==> config.mk <==
export PLATFORM = sky130hd
export DESIGN_NAME = icy_metadata_demux
export DESIGN_NICKNAME = d
export VERILOG_FILES = /design/src/rtl/icy_pkg.sv /design/src/rtl/icy_parse.sv /design/src/rtl/icy_ser.sv /design/src/rtl/icy_metadata_demux.sv
export SDC_FILE = /design/constraint.sdc
export NUM_CORES = 1
export LEC_CHECK = 0
export ABC_CLOCK_PERIOD_IN_PS = 3220
export BUFFER_PORTS_ARGS = -buffer_cell sky130_fd_sc_hd__buf_2
export CAP_MARGIN = 0
export CORE_MARGIN = 2
export CORE_UTILIZATION = 45
export DETAILED_ROUTE_END_ITERATION = 7
export REMOVE_ABC_BUFFERS = 1
export SETUP_SLACK_MARGIN = 0.3
export SYNTH_ARGS = -nofsm -noshare
export SYNTH_HDL_FRONTEND = slang
export SYNTH_HIERARCHICAL = 1
export SYNTH_SLANG_ARGS = --single-unit
==> constraint.sdc <==
create_clock -name clk -period 3.22 [get_ports clk]
set_clock_uncertainty 0.1 [all_clocks]
set_input_delay 0.483 -clock clk [delete_from_list [all_inputs] [get_ports clk]]
set_output_delay 0.483 -clock clk [all_outputs]
set_load 0.02 [all_outputs]
==> src/rtl/icy_pkg.sv <==
`timescale 1ns / 1ps
// ----------------------------------------------------------------------------
// icy_pkg: shared types and constants of the icy metadata demultiplexer
// result kinds, parser phases, the title key and the result bundle format
// ----------------------------------------------------------------------------
package icy_pkg;

	// kind of one result item
	typedef enum logic [1:0] {
		KIND_AUDIO   = 2'd0,
		KIND_CHAR    = 2'd1,
		KIND_DONE    = 2'd2,
		KIND_DISCARD = 2'd3
	} kind_t;

	// stream parser phase
	typedef enum logic [1:0] {
		PH_AUDIO = 2'd0,
		PH_LEN   = 2'd1,
		PH_META  = 2'd2
	} phase_t;

	// one result item
	typedef struct packed {
		kind_t       kind;
		logic [7:0]  value;
	} result_t;

	// all results caused by one input byte, slot 0 first
	localparam int unsigned MAX_RES = 3;
	typedef struct packed {
		result_t [MAX_RES-1:0] res;
		logic [1:0]            cnt;
	} bundle_t;

	localparam logic [15:0] INTERVAL_RESET = 16'd8192;
	localparam logic [3:0]  KEY_LEN        = 4'd13;
	localparam logic [3:0]  MATCH_DONE     = 4'd15;
	localparam logic [7:0]  CH_QUOTE       = 8'h27;
	localparam logic [7:0]  CH_SEMI        = 8'h3B;
	localparam logic [7:0]  CH_KEY_FIRST   = 8'h53;

	// characters of StreamTitle='
	function automatic logic [7:0] key_char(input logic [3:0] pos);
		logic [7:0] c;
		unique case (pos)
			4'd0:    c = 8'h53; // S
			4'd1:    c = 8'h74; // t
			4'd2:    c = 8'h72; // r
			4'd3:    c = 8'h65; // e
			4'd4:    c = 8'h61; // a
			4'd5:    c = 8'h6D; // m
			4'd6:    c = 8'h54; // T
			4'd7:    c = 8'h69; // i
			4'd8:    c = 8'h74; // t
			4'd9:    c = 8'h6C; // l
			4'd10:   c = 8'h65; // e
			4'd11:   c = 8'h3D; // =
			4'd12:   c = 8'h27; // '
			default: c = 8'h00;
		endcase
		return c;
	endfunction

endpackage

==> src/rtl/icy_parse.sv <==
`timescale 1ns / 1ps
// ----------------------------------------------------------------------------
// icy_parse: stream parser of the icy metadata demultiplexer
// tracks audio/length/metadata phases, matches the title key and builds the
// bundle of results for each accepted byte
// ----------------------------------------------------------------------------
module icy_parse import icy_pkg::*; (
	input  logic        clk,
	input  logic        arst_n,
	input  logic        cfg_we,
	input  logic [15:0] cfg_data,
	input  logic        take,
	input  logic [7:0]  in_byte,
	output bundle_t     bundle
);

	phase_t      phase_q, phase_d;
	logic [15:0] interval_q;
	logic [15:0] audio_cnt_q, audio_cnt_d;
	logic [11:0] meta_len_q, meta_len_d;
	logic [11:0] meta_cnt_q, meta_cnt_d;
	logic [11:0] meta_cnt_inc;
	logic [3:0]  match_q, match_d;
	logic        in_title_q, in_title_d;
	logic        quote_q, quote_d;
	logic        finished;
	logic        hit;
	logic [3:0]  match_nx;
	logic [4:0]  match_inc;
	logic [1:0]  n;

	assign meta_cnt_inc = meta_cnt_q + 12'd1;
	assign match_inc    = {1'b0, match_q} + 5'd1;

	// key matcher step on the current byte
	always_comb begin
		hit      = 1'b0;
		match_nx = 4'd0;
		if (match_q < KEY_LEN && in_byte == key_char(match_q)) begin
			if (match_inc[3:0] == KEY_LEN) begin
				hit = 1'b1;
			end else begin
				match_nx = match_inc[3:0];
			end
		end else if (in_byte == CH_KEY_FIRST) begin
			match_nx = 4'd1;
		end
	end

	// next state and result bundle
	always_comb begin
		phase_d     = phase_q;
		audio_cnt_d = audio_cnt_q;
		meta_len_d  = meta_len_q;
		meta_cnt_d  = meta_cnt_q;
		match_d     = match_q;
		in_title_d  = in_title_q;
		quote_d     = quote_q;
		finished    = 1'b0;
		n           = 2'd0;
		bundle      = '0;
		unique case (phase_q)
			PH_LEN: begin
				meta_len_d  = {in_byte, 4'b0000};
				meta_cnt_d  = '0;
				match_d     = '0;
				in_title_d  = 1'b0;
				quote_d     = 1'b0;
				audio_cnt_d = '0;
				phase_d     = (in_byte == 8'd0) ? PH_AUDIO : PH_META;
			end
			PH_META: begin
				if (match_q != MATCH_DONE) begin
					// held quote: terminator or plain character
					if (in_title_q && quote_q) begin
						quote_d = 1'b0;
						if (in_byte == CH_SEMI) begin
							bundle.res[n] = '{kind: KIND_DONE, value: 8'd0};
							n          = n + 2'd1;
							in_title_d = 1'b0;
							match_d    = MATCH_DONE;
							finished   = 1'b1;
						end else begin
							bundle.res[n] = '{kind: KIND_CHAR, value: CH_QUOTE};
							n = n + 2'd1;
						end
					end
					if (!finished) begin
						match_d = match_nx;
						if (in_title_q) begin
							if (hit) begin
								bundle.res[n] = '{kind: KIND_DISCARD, value: 8'd0};
								n = n + 2'd1;
							end else if (in_byte == CH_QUOTE) begin
								quote_d = 1'b1;
							end else begin
								bundle.res[n] = '{kind: KIND_CHAR, value: in_byte};
								n = n + 2'd1;
							end
						end else if (hit) begin
							in_title_d = 1'b1;
							quote_d    = 1'b0;
						end
					end
				end
				// end of the metadata block
				meta_cnt_d = meta_cnt_inc;
				if (meta_cnt_inc == meta_len_q) begin
					if (in_title_d) begin
						bundle.res[n] = '{kind: KIND_DISCARD, value: 8'd0};
						n = n + 2'd1;
					end
					in_title_d  = 1'b0;
					quote_d     = 1'b0;
					match_d     = '0;
					meta_cnt_d  = '0;
					audio_cnt_d = '0;
					phase_d     = PH_AUDIO;
				end
			end
			default: begin
				// audio passes straight through
				bundle.res[n] = '{kind: KIND_AUDIO, value: in_byte};
				n = n + 2'd1;
				audio_cnt_d = audio_cnt_q + 16'd1;
				if (audio_cnt_d == interval_q) begin
					audio_cnt_d = '0;
					phase_d     = PH_LEN;
				end
			end
		endcase
		bundle.cnt = n;
	end

	// interval register
	always_ff @(posedge clk or negedge arst_n) begin
		if (!arst_n) begin
			interval_q <= INTERVAL_RESET;
		end else if (cfg_we) begin
			interval_q <= cfg_data;
		end
	end

	// parser state, updated on each accepted byte
	always_ff @(posedge clk or negedge arst_n) begin
		if (!arst_n) begin
			phase_q     <= PH_AUDIO;
			audio_cnt_q <= '0;
			meta_len_q  <= '0;
			meta_cnt_q  <= '0;
			match_q     <= '0;
			in_title_q  <= 1'b0;
			quote_q     <= 1'b0;
		end else if (take) begin
			phase_q     <= phase_d;
			audio_cnt_q <= audio_cnt_d;
			meta_len_q  <= meta_len_d;
			meta_cnt_q  <= meta_cnt_d;
			match_q     <= match_d;
			in_title_q  <= in_title_d;
			quote_q     <= quote_d;
		end
	end

endmodule

==> src/rtl/icy_ser.sv <==
`timescale 1ns / 1ps
// ----------------------------------------------------------------------------
// icy_ser: result serializer of the icy metadata demultiplexer
// holds the bundle of one byte and hands its results out one per cycle while
// the sink is ready, through an output register
// ----------------------------------------------------------------------------
module icy_ser import icy_pkg::*; (
	input  logic       clk,
	input  logic       arst_n,
	input  logic       load,
	input  bundle_t    bundle,
	output logic       can_load,
	output logic       out_valid,
	input  logic       out_ready,
	output kind_t      out_kind,
	output logic [7:0] out_value,
	output logic       out_last
);

	bundle_t    bun_s1;
	logic [1:0] cnt_s1;
	logic [1:0] idx_q;
	logic [1:0] remain;
	logic [1:0] idx_inc;
	logic       out_free;
	logic       move;
	logic       valid_q;
	result_t    res_q;
	logic       last_q;

	assign remain   = cnt_s1 - idx_q;
	assign idx_inc  = idx_q + 2'd1;
	assign out_free = !valid_q || out_ready;
	assign move     = out_free && (remain != 2'd0);
	assign can_load = (remain == 2'd0) || (remain == 2'd1 && out_free);

	// bundle register and read index
	always_ff @(posedge clk or negedge arst_n) begin
		if (!arst_n) begin
			cnt_s1 <= '0;
			idx_q  <= '0;
		end else if (load) begin
			cnt_s1 <= bundle.cnt;
			idx_q  <= '0;
		end else if (move) begin
			idx_q <= idx_inc;
		end
	end

	always_ff @(posedge clk) begin
		if (load) begin
			bun_s1 <= bundle;
		end
	end

	// output register
	always_ff @(posedge clk or negedge arst_n) begin
		if (!arst_n) begin
			valid_q <= 1'b0;
		end else if (move) begin
			valid_q <= 1'b1;
		end else if (out_ready) begin
			valid_q <= 1'b0;
		end
	end

	always_ff @(posedge clk) begin
		if (move) begin
			res_q  <= bun_s1.res[idx_q];
			last_q <= (idx_inc == cnt_s1);
		end
	end

	assign out_valid = valid_q;
	assign out_kind  = res_q.kind;
	assign out_value = res_q.value;
	assign out_last  = last_q;

endmodule

==> src/rtl/icy_metadata_demux.sv <==
`timescale 1ns / 1ps
// ----------------------------------------------------------------------------
// icy_metadata_demux: splits an icy stream body into audio and title items
// ----------------------------------------------------------------------------
// Takes the stream body one byte per item and gives audio bytes, title
// characters and title complete/discarded markers. The parser updates its
// state in the cycle a byte is accepted, so a byte can enter every cycle the
// serializer has room; one-result bytes sustain one byte per cycle to a ready
// sink. A byte gives zero to three results (length bytes give none) and the
// output moves one result per cycle to a ready sink, so a byte with more
// results holds the input longer. Results pass the bundle and output registers.
// The metadata interval register may only be written while the block is idle.
// ----------------------------------------------------------------------------
module icy_metadata_demux import icy_pkg::*; (
	input  logic        clk,
	input  logic        arst_n,
	// configuration: metadata_interval
	input  logic        cfg_valid,
	output logic        cfg_ready,
	input  logic [15:0] cfg_data,
	// input items
	input  logic        s_tvalid,
	output logic        s_tready,
	input  logic [7:0]  s_tdata,  // [7:0] in_byte
	// result items
	output logic        m_tvalid,
	input  logic        m_tready,
	output logic [7:0]  m_tdata,  // [7:0] value
	output logic [1:0]  m_tuser,  // [1:0] kind
	output logic        m_tlast   // last result of this byte
);

	bundle_t bundle;
	logic    take;
	logic    can_load;
	kind_t   out_kind;

	assign cfg_ready = 1'b1;
	assign s_tready  = can_load;
	assign take      = s_tvalid && can_load;

	// stream parser
	icy_parse u_parse (
		.clk      (clk),
		.arst_n   (arst_n),
		.cfg_we   (cfg_valid),
		.cfg_data (cfg_data),
		.take     (take),
		.in_byte  (s_tdata),
		.bundle   (bundle)
	);

	// result serializer
	icy_ser u_ser (
		.clk       (clk),
		.arst_n    (arst_n),
		.load      (take),
		.bundle    (bundle),
		.can_load  (can_load),
		.out_valid (m_tvalid),
		.out_ready (m_tready),
		.out_kind  (out_kind),
		.out_value (m_tdata),
		.out_last  (m_tlast)
	);

	assign m_tuser = out_kind;

endmodule

==> results.sh, run 1 <==
export IMPL_synth_edff_count=41
export IMPL_setup_viol=0
export IMPL_layout_common_cells="buf_4 (67), nand2_1 (59), dfrtp_1 (56)"
export IMPL_h_tree_depth=3
export IMPL_synth_seq_cells=106
export IMPL_ys_warn_count=6
export IMPL_vdd_drop_max_mv=0.309
export IMPL_drc=0
export IMPL_layout_commonest_cell="buf_4"
export IMPL_dieWidth_um=125
export IMPL_worstMarginPinSlew_ns=0.769
export IMPL_final_hold_viol_count=0
export IMPL_synth_flop_cell="dfrtp_1"
export IMPL_clock_sinks=106
export IMPL_ant_nets=0
export IMPL_synthesis_area_um2=6570
export IMPL_rsz0062_at_grt="yes"
export IMPL_grt_pass1_wl_mm=26.8
export IMPL_drt_first_pass_iters=5
export IMPL_root_buffer="clkbuf_16"
export IMPL_dp_hpwl_mm=11.5
export IMPL_viasPerCell=5.81
export IMPL_multi_input_area_um2=3640
export IMPL_final_util=0.550
export IMPL_powerDensity_nw_per_um2=687
export IMPL_clk_pin_slew_ns=0.07
export IMPL_grt_total_usage=0.211
export IMPL_slew_headroom=0.486
export IMPL_cp_max_fo=8
export IMPL_maxCapViolCount=0
export IMPL_area_growth_pct=20.8
export IMPL_yosysUniqueCellTypes=75
export IMPL_seqCellArea_um2=2870
export IMPL_fp_dieArea_um2=15600
export IMPL_ys_seq_area_frac=0.435
export IMPL_place_congestion=0.932
export IMPL_fillers=1245
export IMPL_critPathArrivalTime_ns=3.22
export IMPL_hp_class="input port to async pin"
export IMPL_status="complete, no violations"
export IMPL_initial_core_util=0.456
export IMPL_hold_buffers=0
export IMPL_grt_pass1_vias=5348
export IMPL_p_leak_nw=3.14
export IMPL_critPathKind="flop to flop"
export IMPL_async_flop_share=0.613
export IMPL_grt_start_max_net_pins=41
export IMPL_die_h_um=125
export IMPL_io_pins=43
export IMPL_fmax_ghz=0.312
export IMPL_yosys_top_cells_area="dfrtp_1 (24%), edfxtp_1 (19%), mux2_2 (4.8%)"
export IMPL_required_ns=3.24
export IMPL_yosys_area_top_type_share=0.244
export IMPL_crit_path_end_kind="flop"
export IMPL_rows=44
export IMPL_post_drt_wl_per_cell_um=17.4
export IMPL_drv_slew=0
export IMPL_syn_inst=673
export IMPL_power_total_mw=5.46
export IMPL_synth_top_area_cell="dfrtp_1"
export IMPL_cts_tree="done"
export IMPL_coreArea_um2=14400
export IMPL_antenna_found_initial=0
export IMPL_drive_above_1_share=0.298
export IMPL_n_antenna_cell=0
export IMPL_vias=5455
export IMPL_fin_crit_sh=0.996
export IMPL_numCtsBuffers=9
export IMPL_portBuffers=41
export IMPL_nNetsFinal=793
export IMPL_clock_latency_ns=0.36
export IMPL_drtIter0Drc=483
export IMPL_drt_wl_total_mm=16.3
export IMPL_avgSynthCellArea_um2=9.77
export IMPL_cp_start_kind="flop"
export IMPL_grt_ovfl_total=0
export IMPL_layout_min_cycle_time_ns=3.21
export IMPL_cts_path_max_buffers=2
[cell usage after synthesis (20+ instances only)]
cell type and n:
nand3_1 28, edfxtp_1 41, xnor2_1 20, clkbuf_1 21, a21oi_1 23, nor2_1 34, and2_1 22, inv_1 26
dfrtp_1 64, mux2_2 28, o21ai_0 43, nand2_1 60
[final cells by class]
type,instances,area share
inverters,26,0.0123
well taps,184,0.0290
flip-flops and latches,106,0.361
clock inverters,6,0.0109
multi-input cells,492,0.458
repair buffers,115,0.0991
clock buffers,10,0.0288
[registers in the layout, indices dropped and copies added (netlist names), 4 cells and up]
register             cells
u_parse/audio_cnt_q     16
u_parse/match_q          4
u_ser/bun_s1            30
u_parse/meta_len_q       8
u_parse/meta_cnt_q      12
u_ser/out_value          8
u_parse/interval_q      16
[power by group]
part | internal, mW | leakage, nW | total, mW | switching [mW]
Sequential | 1.86 | 1.22 | 2.13 | 0.272
Combinational | 0.920 | 1.76 | 2.15 | 1.23
Clock | 0.625 | 0.153 | 1.17 | 0.549
Total | 3.40 | 3.14 | 5.46 | 2.05
[cell families (layout without fill, tap and decap cells)]
logic type	Yosys count	after routing	synth area share
and+or+nand+nor	226	226	0.181
AOI/OAI and AO/OA	167	167	0.177
DFF	106	106	0.435
buffers and inverters	82	157	0.0590
muxes	48	48	0.0811
xor gates and xnor gates	28	28	0.0396
adders and majority gates	14	14	0.0267
other	2	9	0.00114
[through the flow]
stage	hold WS, ns	cell area [um^2]	TNS, ns	setup slack, ns	std cells
floorplan	0.0874	6310	-12.64	-0.340	624
detailed placement	0.394	7170	-2.54	-0.169	906
finish	0.0163	7940	0	0.0120	939
CTS	0.0226	7680	0	0.0421	927
global placement	0.388	7170	-0.719	-0.0625	906
global route	0.0497	7940	-1.47	-0.129	939
[path summary, 6_finish.rpt]
kind	startpoint	to	slack [ns]	depth (start not counted)
setup / recovery	u_parse/match_q[0]	u_ser/bun_s1[3]	0.01	14
hold / removal	arst_n	u_parse/audio_cnt_q[15]	0.02	2
setup reg to reg	u_parse/match_q[0]	u_ser/bun_s1[3]	0.01	14
hold reg to reg	u_parse/meta_cnt_q[11]	u_parse/meta_cnt_q[11]	0.41	1
max in group asynchronous	arst_n	u_parse/audio_cnt_q[3]	2.52	2
min in group clk	cfg_data[12]	u_parse/interval_q[12]	0.23	3
[critical path, cell delays in order (launching register included)]
cell,delay [ns]
dfrtp_1,0.36
inv_2,0.06
ha_4,0.28
inv_2,0.04
mux4_2,0.48
xnor2_2,0.18
nand3_2,0.16
buf_4,0.17
o21a_1,0.17
o21a_1,0.19
inv_2,0.08
ha_4,0.15
o2111ai_4,0.11
a21o_4,0.27
a21o_1,0.15
[per-layer routing]
metal  track usage  up-vias  share of wire
met5             0        -              0
li1              -     2606              -
met3        0.0344       31          0.042
met2         0.357      157           0.50
met4        0.0654        0          0.019
met1         0.278     2661           0.44
[timing repair]
action / 4_1_cts / 5_1_grt
pin swaps: 20 / 13
resized for setup: 36 / 41
buffers inserted: 5 / 12
endpoints found under the setup margin: 41 / 55
cloned: 0 / 0
No activity file was read; power rests on OpenSTA's default activity.
==> run 2, diff against run 1 <==
--- a/config.mk
+++ b/config.mk
@@ -5,6 +5,7 @@
 export SDC_FILE = /design/constraint.sdc
 export NUM_CORES = 1
 export LEC_CHECK = 0
+export ABC_AREA = 1
 export ABC_CLOCK_PERIOD_IN_PS = 3220
 export BUFFER_PORTS_ARGS = -buffer_cell sky130_fd_sc_hd__buf_2
 export CAP_MARGIN = 0
==> results.sh, run 2 <==
export IMPL_r2r_setup_slack_ns=0.36
export IMPL_yosys_area_top_type_share=0.238
export IMPL_antenna_found_initial=0
export IMPL_multi_input_area_um2=3390
export IMPL_drtIter0Drc=484
export IMPL_hp_class="input port to flop"
export IMPL_synth_top_area_cell="dfrtp_1"
export IMPL_min_from="cfg_data[4]"
export IMPL_p_int_mw=3.14
export IMPL_slowest_stage="dfrtp_1"
export IMPL_critPathArrivalTime_ns=2.88
export IMPL_clk_pin_slew_ns=0.08
export IMPL_rsz0062_at_grt="yes"
export IMPL_syn_inst=871
export IMPL_synthesis_area_um2=6740
export IMPL_clock_latency_ns=0.36
export IMPL_root_buffer="clkbuf_16"
export IMPL_grt_pass1_vias=5254
export IMPL_status="complete, no violations"
export IMPL_hold_depth=3
export IMPL_max_stage_delay_ns=0.40
export IMPL_yosys_top_cells_area="dfrtp_1 (24%), edfxtp_1 (18%), nand2_1 (13%)"
export IMPL_rows=44
export IMPL_crit_path_end_kind="flop"
export IMPL_seqPwrFrac=0.397
export IMPL_dieWidth_um=126
export IMPL_ys_warn_count=6
export IMPL_synth_edff_count=41
export IMPL_crit_top_cell="nand2_1"
export IMPL_drt_wl_total_mm=15.3
export IMPL_grt_ovfl_total=0
export IMPL_p_sw_frac=0.414
export IMPL_holdWs_ns=0.232
export IMPL_fillers=1387
export IMPL_vdd_drop_max_mv=0.299
export IMPL_drive_above_1_share=0.174
export IMPL_grt_start_max_net_pins=37
export IMPL_die_h_um=126
export IMPL_fin_ws_ns=0.358
export IMPL_fin_crit_sh=0.889
export IMPL_maxCapViolCount=0
export IMPL_fp_dieArea_um2=16000
export IMPL_cts_tree="done"
export IMPL_n_antenna_cell=0
export IMPL_grt_pass1_wl_mm=25.7
export IMPL_io_pins=43
export IMPL_cp_max_fo=9
export IMPL_setup_viol=0
export IMPL_required_ns=3.24
export IMPL_fmax_ghz=0.349
export IMPL_combinationalPowerShare=0.395
export IMPL_drt_first_pass_iters=5
export IMPL_vias=5642
export IMPL_regMostFlops="u_ser/bun_s1"
export IMPL_initial_core_util=0.462
export IMPL_critPathKind="flop to flop"
export IMPL_ant_nets=0
export IMPL_pre_cts_ws_ns=0.196
export IMPL_h_tree_depth=3
export IMPL_r2r_cells=19
export IMPL_drc=0
export IMPL_powerDensity_nw_per_um2=706
export IMPL_nNetsFinal=962
export IMPL_whs_endpoint="u_parse/interval_q[4]"
export IMPL_dp_hpwl_mm=11.3
export IMPL_synth_seq_cells=106
export IMPL_yosysUniqueCellTypes=48
export IMPL_worstMarginPinSlew_ns=0.624
export IMPL_reg_top3="u_ser/bun_s1 x30, u_parse/audio_cnt_q x16, u_parse/interval_q x16"
export IMPL_grt_total_usage=0.197
export IMPL_avgSynthCellArea_um2=7.73
export IMPL_synth_flop_cell="dfrtp_1"
export IMPL_portBuffers=41
export IMPL_layout_common_cells="nand2_1 (224), inv_1 (103), nand3_1 (96)"
export IMPL_ys_seq_area_frac=0.424
export IMPL_reg2reg_from="u_parse/match_q[1]"
export IMPL_cp_cell_sequence="ha_2 > inv_2 > ha_4 > inv_2 > nand2_2 > nand2_1 > nand2_1 > nor2_2 > nand2_1 > nor2_1 > nand2_1 > nor2_4 > nand3_2 > nand2_1 > nand2_1 > nand2_2 > ha_1 > nand3_4 > and3_1"
export IMPL_setup_tns_ns=0
export IMPL_p_leak_nw=3.53
export IMPL_cp_start_kind="flop"
export IMPL_numCtsBuffers=9
export IMPL_seqCellArea_um2=2860
export IMPL_layout_min_cycle_time_ns=2.86
export IMPL_clock_sinks=106
export IMPL_slew_headroom=0.581
export IMPL_drv_slew=0
export IMPL_cts_path_max_buffers=2
export IMPL_coreArea_um2=14600
export IMPL_yosysMostFrequentCell="nand2_1"
export IMPL_final_hold_viol_count=0
export IMPL_async_flop_share=0.613
export IMPL_clkPwrFrac=0.208
export IMPL_p_sw_mw=2.22
export IMPL_layout_cells_non_filler=1108
export IMPL_synthTopCellsByCount="nand2_1 (228), inv_1 (109), nand3_1 (102), nor2_1 (86), dfrtp_1 (64)"
export IMPL_dp_cells=1083
export IMPL_r2r_end="u_ser/bun_s1[19]"
export IMPL_largest_register_ffs=30
export IMPL_post_drt_wl_per_cell_um=13.8
export IMPL_viasPerCell=5.09
export IMPL_area_growth_pct=12.6
export IMPL_place_congestion=0.903
export IMPL_layout_commonest_cell="nand2_1"
-- run 2: cell count changes in the layout (fill, tap and decap cells not counted), moves of 14 or more --
| cell | delta |
|---|---|
| nand2_1 | +165 |
| inv_1 | +83 |
| buf_4 | -49 |
| a21oi_1 | -17 |
| xnor2_1 | -14 |
| nor2_1 | +49 |
| nand3_1 | +72 |
| mux2_2 | -23 |
| and2_1 | -15 |
| o21ai_2 | +14 |
| mux2i_1 | -18 |
-- run 2: power groups by stage --
stage,Combinational (mW),Clock (mW),Sequential (mW)
after detailed placement,2.05,0,2.15
after global placement,2.06,0,2.15
final,2.12,1.11,2.13
after CTS,2.07,1.15,2.13
after global routing,2.38,1.20,2.18
after floorplan,1.36,0,2.23
-- run 2: area by class of cell --
cell class | instances | area share
Sequential cell | 106 | 0.377
Clock buffer | 9 | 0.0297
Clock inverter | 7 | 0.0104
Multi-Input combinational cell | 627 | 0.447
Tap cell | 184 | 0.0304
Inverter | 114 | 0.0574
Timing Repair Buffer | 61 | 0.0477
-- run 2: repair_timing --
item                                    4_1_cts  5_1_grt
endpoints found under the setup margin       14       27
hold buffers                                  1        0
setup buffers                                 2        6
pin swaps                                     0       16
endpoints found under the hold margin        11        0
gates resized for setup                       1       37
-- run 2: worst max-delay path by stage --
stage                  startpoint                     end  slack (ns)  cells past startpoint
5_1_grt        u_parse/match_q[1]        u_ser/bun_s1[19]        0.22                     19
2_1_floorplan      u_ser/idx_q[1]  u_parse/meta_cnt_q[10]       -0.48                     11
3_3_place_gp   u_parse/match_q[0]         u_ser/bun_s1[2]        0.29                     17
6_report       u_parse/match_q[1]        u_ser/bun_s1[19]        0.36                     19
4_1_cts        u_parse/match_q[0]         u_ser/bun_s1[2]        0.33                     17
3_5_place_dp   u_parse/match_q[0]         u_ser/bun_s1[2]        0.20                     17
-- run 2: routing by layer --
layer	vias up	wire (um)	GRT usage
met2	114	7300	0.318
met5	-	0	0
met3	20	532	0.0337
met4	0	281	0.0627
li1	2928	-	-
met1	2580	7210	0.273
-- run 2: stage by stage --
| step | area, um^2 | total power [mW] | utilization |
|---|---|---|---|
| floorplan | 6550 | 3.59 | - |
| global placement | 7070 | 4.20 | 0.484 |
| detailed placement | 7070 | 4.21 | 0.484 |
| CTS | 7400 | 5.35 | 0.507 |
| global route | 7580 | 5.76 | 0.520 |
| finish | 7580 | 5.36 | 0.520 |
-- run 2: critical path: cells and delay by family, from the launching register on --
kind | cells | cell delay, ns
fa+ha+maj | 3 | 0.56
buf+inv | 2 | 0.10
flops | 1 | 0.40
simple gates | 14 | 1.47
-- run 2: cell families after synthesis --
logic type      count (synthesis)  synth area share
flops                         106             0.424
buf+inv                       145            0.0957
other cells                     2           0.00112
fa+ha+maj                      14            0.0260
compound gates                103            0.0947
mux                             3           0.00502
simple gates                  477             0.322
xor+xnor                       21            0.0314
==> run 3, diff against run 2 <==
--- a/config.mk
+++ b/config.mk
@@ -9,6 +9,7 @@
 export ABC_CLOCK_PERIOD_IN_PS = 3220
 export BUFFER_PORTS_ARGS = -buffer_cell sky130_fd_sc_hd__buf_2
 export CAP_MARGIN = 0
+export CORE_ASPECT_RATIO = 1.1
 export CORE_MARGIN = 2
 export CORE_UTILIZATION = 45
 export DETAILED_ROUTE_END_ITERATION = 7
==> results.sh, run 3 (synthesis gave the netlist of run 2 again) <==
export IMPL_holdWs_ns=0.119
export IMPL_fp_dieArea_um2=16000
export IMPL_fmax_ghz=0.347
export IMPL_io_pins=43
export IMPL_n_antenna_cell=0
export IMPL_setup_tns_ns=0
export IMPL_vias=5666
export IMPL_place_congestion=0.877
export IMPL_grt_total_usage=0.198
export IMPL_rows=46
export IMPL_grt_pass1_vias=5338
export IMPL_grt_pass1_wl_mm=25.5
export IMPL_final_util=0.524
export IMPL_cts_tree="done"
export IMPL_initial_core_util=0.464
export IMPL_maxCapViolCount=0
export IMPL_max_stage_delay_ns=0.44
export IMPL_die_h_um=132
export IMPL_grt_ovfl_total=0
export IMPL_cp_start_kind="flop"
export IMPL_cts_path_max_buffers=2
export IMPL_nNetsFinal=960
export IMPL_p_sw_mw=2.16
export IMPL_layout_commonest_cell="nand2_1"
export IMPL_required_ns=3.22
export IMPL_power_total_mw=5.30
export IMPL_setup_worst_path_start="u_parse/match_q[1]"
export IMPL_drt_first_pass_iters=7
export IMPL_vdd_drop_max_mv=0.341
export IMPL_combinationalPowerShare=0.395
export IMPL_layout_min_cycle_time_ns=2.89
export IMPL_final_hold_viol_count=0
export IMPL_hold_buffers=0
export IMPL_portBuffers=41
export IMPL_critPathKind="flop to flop"
export IMPL_crit_top_cell="nand2_1"
export IMPL_crit_cells=20
export IMPL_cp_cell_sequence="ha_2 > inv_2 > ha_4 > inv_2 > nand2_1 > nand2_1 > nand2_1 > nor2_2 > nand2_1 > nor2_1 > nand2_1 > nor2_4 > nand4_1 > nand3_2 > nand2_4 > inv_4 > ha_4 > nand3_2 > nand2_1 > o21ai_0"
export IMPL_largest_register_ffs=30
export IMPL_r2r_end="u_ser/bun_s1[7]"
export IMPL_viasPerCell=5.09
export IMPL_worstMarginPinSlew_ns=0.797
export IMPL_reg2reg_from="u_parse/match_q[1]"
export IMPL_crit_path_end_kind="flop"
export IMPL_ant_nets=0
export IMPL_crit_end="u_ser/bun_s1[7]"
export IMPL_area_growth_pct=12.8
export IMPL_layout_common_cells="nand2_1 (223), inv_1 (104), nand3_1 (95)"
export IMPL_setup_viol=0
export IMPL_numCtsBuffers=9
export IMPL_seqPwrFrac=0.405
export IMPL_slowest_stage="dfrtp_1"
export IMPL_h_tree_depth=3
export IMPL_clkPwrFrac=0.201
export IMPL_antenna_found_initial=0
export IMPL_critical_path_top_delay_family="simple AND/OR/NAND/NOR gates"
export IMPL_drive_above_1_share=0.179
export IMPL_regMostFlops="u_ser/bun_s1"
export IMPL_critPathArrivalTime_ns=2.88
export IMPL_r2r_setup_slack_ns=0.33
export IMPL_dieWidth_um=121
export IMPL_fin_crit_sh=0.896
export IMPL_drc=0
export IMPL_clock_sinks=106
export IMPL_dp_hpwl_mm=11.3
export IMPL_p_sw_frac=0.408
export IMPL_rsz0062_at_grt="yes"
export IMPL_clock_latency_ns=0.35
export IMPL_p_leak_nw=3.51
export IMPL_status="complete, no violations"
export IMPL_drtIter0Drc=360
export IMPL_clk_pin_slew_ns=0.08
export IMPL_hp_class="input port to async pin"
export IMPL_slew_headroom=0.469
export IMPL_grt_start_max_net_pins=37
export IMPL_root_buffer="clkbuf_16"
export IMPL_cp_max_fo=6
export IMPL_reg_top3="u_ser/bun_s1 x30, u_parse/audio_cnt_q x16, u_parse/interval_q x16"
export IMPL_crit_buf_inv=3
export IMPL_drt_wl_total_mm=15.3
export IMPL_powerDensity_nw_per_um2=698
export IMPL_coreArea_um2=14500
export IMPL_r2r_cells=20
export IMPL_p_int_mw=3.14
export IMPL_post_drt_wl_per_cell_um=13.7
export IMPL_drv_slew=0
run 3: changes by cell type in the layout (fill, tap and decap cells not counted), sizes merged:
cell,before,now
nand3,107,108
dlygate4sd3,1,0
clkinvlp,0,3
clkinv,2,1
inv,119,117
buf,60,58
run 3: what timing repair did:
item,in CTS,in global routing
setup buffers,2,3
resized for setup,0,44
cloned,0,1
pin swaps,0,16
setup endpoints to repair,2,28
hold endpoints to repair,0,0
run 3: per-stage QoR:
stage	area, um^2	std cells	worst slack [ns]
2_1_floorplan	6550	847	-0.478
3_3_place_gp	7080	1092	0.371
3_5_place_dp	7080	1092	0.313
4_1_cts	7380	1110	0.344
5_1_grt	7590	1114	0.137
6_report	7590	1114	0.335
run 3: worst min-delay path by stage:
stage | depth (start not counted) | slack, ns | to | start
floorplan | 0 | 0.09 | u_parse/audio_cnt_q[0] | arst_n
global placement | 2 | 0.39 | u_parse/phase_q[0] | u_parse/phase_q[0]
detailed placement | 2 | 0.39 | u_parse/phase_q[1] | u_parse/phase_q[1]
CTS | 1 | 0.14 | u_parse/meta_cnt_q[4] | arst_n
global route | 1 | 0.18 | u_parse/meta_cnt_q[3] | arst_n
finish | 1 | 0.12 | u_parse/meta_cnt_q[3] | arst_n
run 3: power by group through the flow:
stage	registers, mW	logic [mW]	clock network [mW]
floorplan	2.23	1.36	0
global placement	2.17	2.00	0
detailed placement	2.17	2.01	0
CTS	2.15	2.02	1.10
global route	2.19	2.36	1.15
finish	2.14	2.09	1.06
run 3: metal layers:
| layer | vias to the layer above | part of all wire | global-route usage | routed length (um) |
|---|---|---|---|---|
| met5 | - | 0 | 0 | 0 |
| met3 | 27 | 0.035 | 0.0255 | 537 |
| met1 | 2581 | 0.44 | 0.255 | 6750 |
| li1 | 2935 | - | - | - |
| met2 | 123 | 0.50 | 0.334 | 7640 |
| met4 | 0 | 0.024 | 0.0859 | 365 |
run 3: layout make-up:
type                            count  area [um^2]
Clock inverter                      7         60.1
Tap cell                          192          240
Timing Repair Buffer               58          345
Clock buffer                        9          225
Sequential cell                   106         2860
Inverter                          114          433
Fill cell                        1460         6910
Multi-Input combinational cell    628         3430
